## config.mk

```make
export PLATFORM = sky130hd
export DESIGN_NAME = gnf_div
export DESIGN_NICKNAME = d
export VERILOG_FILES = /design/src/gnf_pkg.sv /design/src/gnf_div.sv
export SDC_FILE = /design/constraint.sdc
export NUM_CORES = 2
export LEC_CHECK = 0
export BUFFER_PORTS_ARGS = -buffer_cell sky130_fd_sc_hd__buf_2
export CAP_MARGIN = 40
export CORE_ASPECT_RATIO = 0.9
export CORE_MARGIN = 2
export CORE_UTILIZATION = 33
export CTS_CLUSTER_SIZE = 20
export DETAILED_ROUTE_END_ITERATION = 16
export HOLD_SLACK_MARGIN = 0.06
export MAX_ROUTING_LAYER = met4
export SLEW_MARGIN = 10
export SYNTH_ARGS = -nofsm -noshare
export SYNTH_HDL_FRONTEND = slang
export SYNTH_SLANG_ARGS = --single-unit
```

## constraint.sdc

```tcl
create_clock -name clk -period 3.4 [get_ports clk]
set_input_delay 0.51 -clock clk [delete_from_list [all_inputs] [get_ports clk]]
set_output_delay 0.51 -clock clk [all_outputs]
set_load 0.02 [all_outputs]
```

## src/gnf_pkg.sv

```systemverilog
`default_nettype none

package gnf_pkg;

  localparam int P_W   = 56;
  localparam int SUM_W = 60;
  localparam int TOT_W = 21;
  localparam int WGT_W = 17;
  localparam int CNT_W = 5;

  localparam logic [29:0] K_HX   = 30'd374761393;
  localparam logic [29:0] K_HY   = 30'd668265263;
  localparam logic [30:0] K_SEED = 31'd1442695041;
  localparam logic [30:0] K_MIX  = 31'd1274126177;

  localparam logic signed [17:0] G_ONE  = 18'sd65536;
  localparam logic signed [17:0] G_DIAG = 18'sd46341;

  localparam logic [1:0] REG_SEED        = 2'd0;
  localparam logic [1:0] REG_SCALE_RECIP = 2'd1;
  localparam logic [1:0] REG_OCTAVES     = 2'd2;
  localparam logic [1:0] REG_PERSISTENCE = 2'd3;

  localparam logic [2:0] GR_PX  = 3'd0;
  localparam logic [2:0] GR_NX  = 3'd1;
  localparam logic [2:0] GR_PY  = 3'd2;
  localparam logic [2:0] GR_NY  = 3'd3;
  localparam logic [2:0] GR_PP  = 3'd4;
  localparam logic [2:0] GR_NP  = 3'd5;
  localparam logic [2:0] GR_PN  = 3'd6;
  localparam logic [2:0] GR_NN  = 3'd7;

  typedef struct packed {
    logic signed [P_W-1:0]   px;
    logic signed [P_W-1:0]   py;
    logic signed [SUM_W-1:0] sum;
    logic [WGT_W-1:0]        weight;
    logic [TOT_W-1:0]        total;
  } bundle_t;

  typedef struct packed {
    logic [63:0]      seed_term;
    logic [15:0]      persistence;
    logic [CNT_W-1:0] octaves;
  } cfg_t;

  function automatic logic signed [17:0] grad_x(input logic [2:0] g);
    logic signed [17:0] r;
    case (g)
      GR_PX:   r = G_ONE;
      GR_NX:   r = -G_ONE;
      GR_PY:   r = 18'sd0;
      GR_NY:   r = 18'sd0;
      GR_PP:   r = G_DIAG;
      GR_NP:   r = -G_DIAG;
      GR_PN:   r = G_DIAG;
      GR_NN:   r = -G_DIAG;
      default: r = 18'sd0;
    endcase
    return r;
  endfunction

  function automatic logic signed [17:0] grad_y(input logic [2:0] g);
    logic signed [17:0] r;
    case (g)
      GR_PX:   r = 18'sd0;
      GR_NX:   r = 18'sd0;
      GR_PY:   r = G_ONE;
      GR_NY:   r = -G_ONE;
      GR_PP:   r = G_DIAG;
      GR_NP:   r = G_DIAG;
      GR_PN:   r = -G_DIAG;
      GR_NN:   r = -G_DIAG;
      default: r = 18'sd0;
    endcase
    return r;
  endfunction

endpackage

`default_nettype wire

```

## src/gnf_div.sv

```systemverilog
`default_nettype none

module gnf_div
  import gnf_pkg::*;
(
  input  wire logic                    clk,
  input  wire logic                    rst_n,
  input  wire logic                    in_valid,
  input  wire logic signed [SUM_W-1:0] in_sum,
  input  wire logic [TOT_W-1:0]        in_total,
  output logic                         out_valid,
  output logic [15:0]                  out_value
);

  localparam int QB = 17;
  localparam int D_W = TOT_W + 16;

  logic [SUM_W-2:0] rem_r [QB+1];
  logic [D_W-1:0]   d_r   [QB+1];
  logic [QB-1:0]    q_r   [QB+1];
  logic             v_r   [QB+1];

  always_ff @(posedge clk) begin
    rem_r[0] <= (in_sum > 0) ? in_sum[SUM_W-2:0] : '0;
    d_r[0] <= {in_total, 16'd0};
    q_r[0] <= '0;
  end

  always_ff @(posedge clk) begin
    if (!rst_n) begin
      v_r[0] <= 1'b0;
    end else begin
      v_r[0] <= in_valid;
    end
  end

  // restoring division, one quotient bit a stage
  for (genvar j = 1; j <= QB; j++) begin : g_step
    localparam int SHF = QB - j;
    logic [SUM_W-1:0] trial;

    assign trial = {1'b0, rem_r[j-1]} - ({{(SUM_W-D_W){1'b0}}, d_r[j-1]} << SHF);

    always_ff @(posedge clk) begin
      rem_r[j] <= trial[SUM_W-1] ? rem_r[j-1] : trial[SUM_W-2:0];
      d_r[j] <= d_r[j-1];
      q_r[j] <= q_r[j-1] | ({{(QB-1){1'b0}}, ~trial[SUM_W-1]} << SHF);
    end

    always_ff @(posedge clk) begin
      if (!rst_n) begin
        v_r[j] <= 1'b0;
      end else begin
        v_r[j] <= v_r[j-1];
      end
    end
  end

  always_ff @(posedge clk) begin
    out_value <= q_r[QB][QB-1] ? 16'hFFFF : q_r[QB][15:0];
  end

  always_ff @(posedge clk) begin
    if (!rst_n) begin
      out_valid <= 1'b0;
    end else begin
      out_valid <= v_r[QB];
    end
  end

endmodule

`default_nettype wire

```

==> run metrics <==
Final Cycle Share 0.959; Fin Setup TNS 0 ns; DR iter-0 viols 1725; most frequent cells in the layout 1275 x dfxtp_1, 464 x inv_1, 418 x nand2_1; Post-DP Area 55700 µm²; CP cell instances inv_1 > ha_1 > fa_1 > nand2b_1 > a21o_1 > a2111o_1 > and2_1 > a311o_1 > a2111o_1 > nand3_2 > nor3_1 > xor2_1; CTS root buf clkbuf_16; Yosys reg bits 1276; total power draw 57.3 mW; fin area 61100 µm²; pin count of the biggest net entering global routing 44; area share of the largest cell type after synthesis 0.491; TritonRoute pass-1 iters 5; Die Y 381 µm; DRC viols 0; most used cell, CP a2111o_1; post-synthesis cell count 5453; Crit. End Element flop; Worst EP required 4.01 ns; ys flop type dfxtp_1; Synth warnings 0; Final Hold Fails 0; worst hold-check path type input port to flop; commonest non-fill, non-tap cell in the layout dfxtp_1; die span in x 423 µm; async set-reset flop share out of synthesis 0; Cell Rows 138; Final #Nets 6222; Post-DP HPWL 85.1 mm; core box area 157000 µm²; routability cong. 0.919; Critical Path Start Type flop; minimum clock period 3.26 ns; RSZ-0062 raised after global routing yes; CP max FO 5; EDFF count, synth 0; status completed; TritonCTS clock tree built; VDD IR-drop max 0.000545 V; Pwr per Cell Area 937 nW/µm²; first-pass GRT wire length 182 mm; Clock Sinks 1276; die area 161000 µm²; Clock Skew 0.0287 ns; Max Transition Viols Final 0; CTS clock-pin slew for the worst setup and hold paths 0.06 ns; crit path kind flop to flop; IO buf count 100; Yosys top cell by area dfxtp_1; highest-delay cell along the critical path a2111o_1; Antenna Violating Nets Remaining 0; Slew HR 0.515; clk_lat worst skew 0.76 ns; part of the Yosys area used for sequential elements 0.491; GRT Residual Overflow 0; vias per cell 4.72; area delta synth->final 17.4%; Routed Wire Length 112 mm; max cap viols 0; IO Pins 101; Avg Cell Area, Syn 9.55 µm²; post-DR wirelength/cell 14.0 µm; cell area after synthesis 52100 µm²; number of buffers created by CTS 140; initial core utilization 0.332; Total Routing Usage GR 0.140; vias in the first global route 37.7k; highest clock rate 307 MHz; initial antenna violation count 2; Syn Nets 5909; post-synthesis cell type count 85; routed vias 37.6k; # setup viols final 0; # H-tree levels 4; Crit path arrival time 3.87 ns; layout cells sized above 1 0.0988; clk buf depth 3; actual slew at the worst max-slew pin 0.721 ns; Leak Pwr 26.5 nW; max incr delay on CP 0.46 ns; Synth area leaders dfxtp_1 49%, ha_1 8.6%, xor2_1 4.1%
## synth_stat cells, drive strengths merged (8+ instances only)
library cell,n
or4,29
nand2b,80
a21oi,377
a211oi,39
a211o,13
a31o,13
o21bai,28
inv,465
dfxtp,1276
a2111oi,13
o21ai,350
and4,8
and2,78
nor3,115
or3,50
xor2,242
nor2b,52
nor4,78
nor2,338
nor4b,9
nand2,418
xnor2,228
o2111ai,10
o31a,12
buf,17
fa,16
nand4b,9
nand4,40
and3,29
o211ai,32
o31ai,27
nor3b,12
clkbuf,94
mux2,44
a31oi,38
nand3b,20
nand3,89
or2,27
a21boi,13
ha,356
a21o,135
o21a,50
## worst paths after layout
kind	from	to	slack (ns)	cells after the start
worst max-delay path	rem_r[13][19]$_DFF_P_	rem_r[14][53]$_DFF_P_	0.14	12
worst min-delay path	in_sum[35]	rem_r[0][35]$_SDFF_PP0_	0.11	2
worst max register to register	rem_r[13][19]$_DFF_P_	rem_r[14][53]$_DFF_P_	0.14	12
worst min register to register	q_r[12][15]$_DFF_P_	q_r[13][15]$_DFF_P_	0.31	0
## per-stage QoR
stage | hold slack (ns) | cells | setup WS (ns) | util
finish | 0.106 | 7971 | 0.140 | 0.390
global route | 0.0808 | 7970 | -0.00875 | 0.390
CTS | 0.0720 | 7969 | -0.0595 | 0.389
detailed placement | 0.312 | 7659 | -0.0937 | 0.355
global placement | 0.310 | 7658 | -0.0563 | 0.355
floorplan | 0.310 | 5453 | 0.204 | -
## worst max-delay path, delay by kind of cell (launching register included)
| kind | cells | cell delay, ns |
|---|---|---|
| adder cells (fa/ha/maj) | 2 | 0.60 |
| AO/OA/AOI/OAI | 4 | 1.39 |
| flip-flops | 1 | 0.34 |
| XOR/XNOR | 1 | 0.14 |
| buffers and inverters | 1 | 0.05 |
| AND/OR/NAND/NOR | 4 | 0.62 |
## where the power goes
part           switching [mW]  internal, mW  total (mW)  leakage, nW
combinational            11.2          9.66        20.8         13.6
clock                    6.02          8.87        14.9         2.24
sequential               2.77          18.8        21.6         10.7
total                    20.0          37.4        57.3         26.5
## state kept, by name (all words and copies together) (netlist names)
| name | cells |
|---|---|
| rem_r | 731 |
| out_value | 16 |
| v_r | 18 |
| q_r | 153 |
| out_valid | 1 |
| d_r | 357 |
## per-layer routing
| layer | global-route usage | vias up | share of wire |
|---|---|---|---|
| met3 | 0.0265 | 310 | 0.037 |
| met2 | 0.249 | 713 | 0.50 |
| met5 | - | - | 0 |
| met1 | 0.148 | 17200 | 0.42 |
| li1 | - | 19400 | - |
| met4 | 0.0684 | 0 | 0.047 |
## timing repair
item	CTS	global route
buffers inserted	0	1
endpoints found under the setup margin	21	84
hold endpoints to repair	64	0
pin swaps	0	3
hold buffers	64	0
resized for setup	3	38
## area by class of cell
class	count	area, µm²
flip-flops and latches	1276	25500
repair buffers	282	2100
clock inverters	55	566
well taps	2100	2630
diodes	1	2.50
multi-input cells	3600	24500
inverters	466	1750
clock buffers	191	4040
fillers	15300	95800
## cell families after synthesis
family | after synthesis | synth area share
flip-flops | 1276 | 0.491
adder cells (fa/ha/maj) | 372 | 0.0917
AO/OA/AOI/OAI | 1231 | 0.146
buffers and inverters | 577 | 0.0425
XOR/XNOR | 470 | 0.0790
multiplexers | 45 | 0.00971
AND/OR/NAND/NOR | 1482 | 0.140
Power figures use the tool's default switching activity.
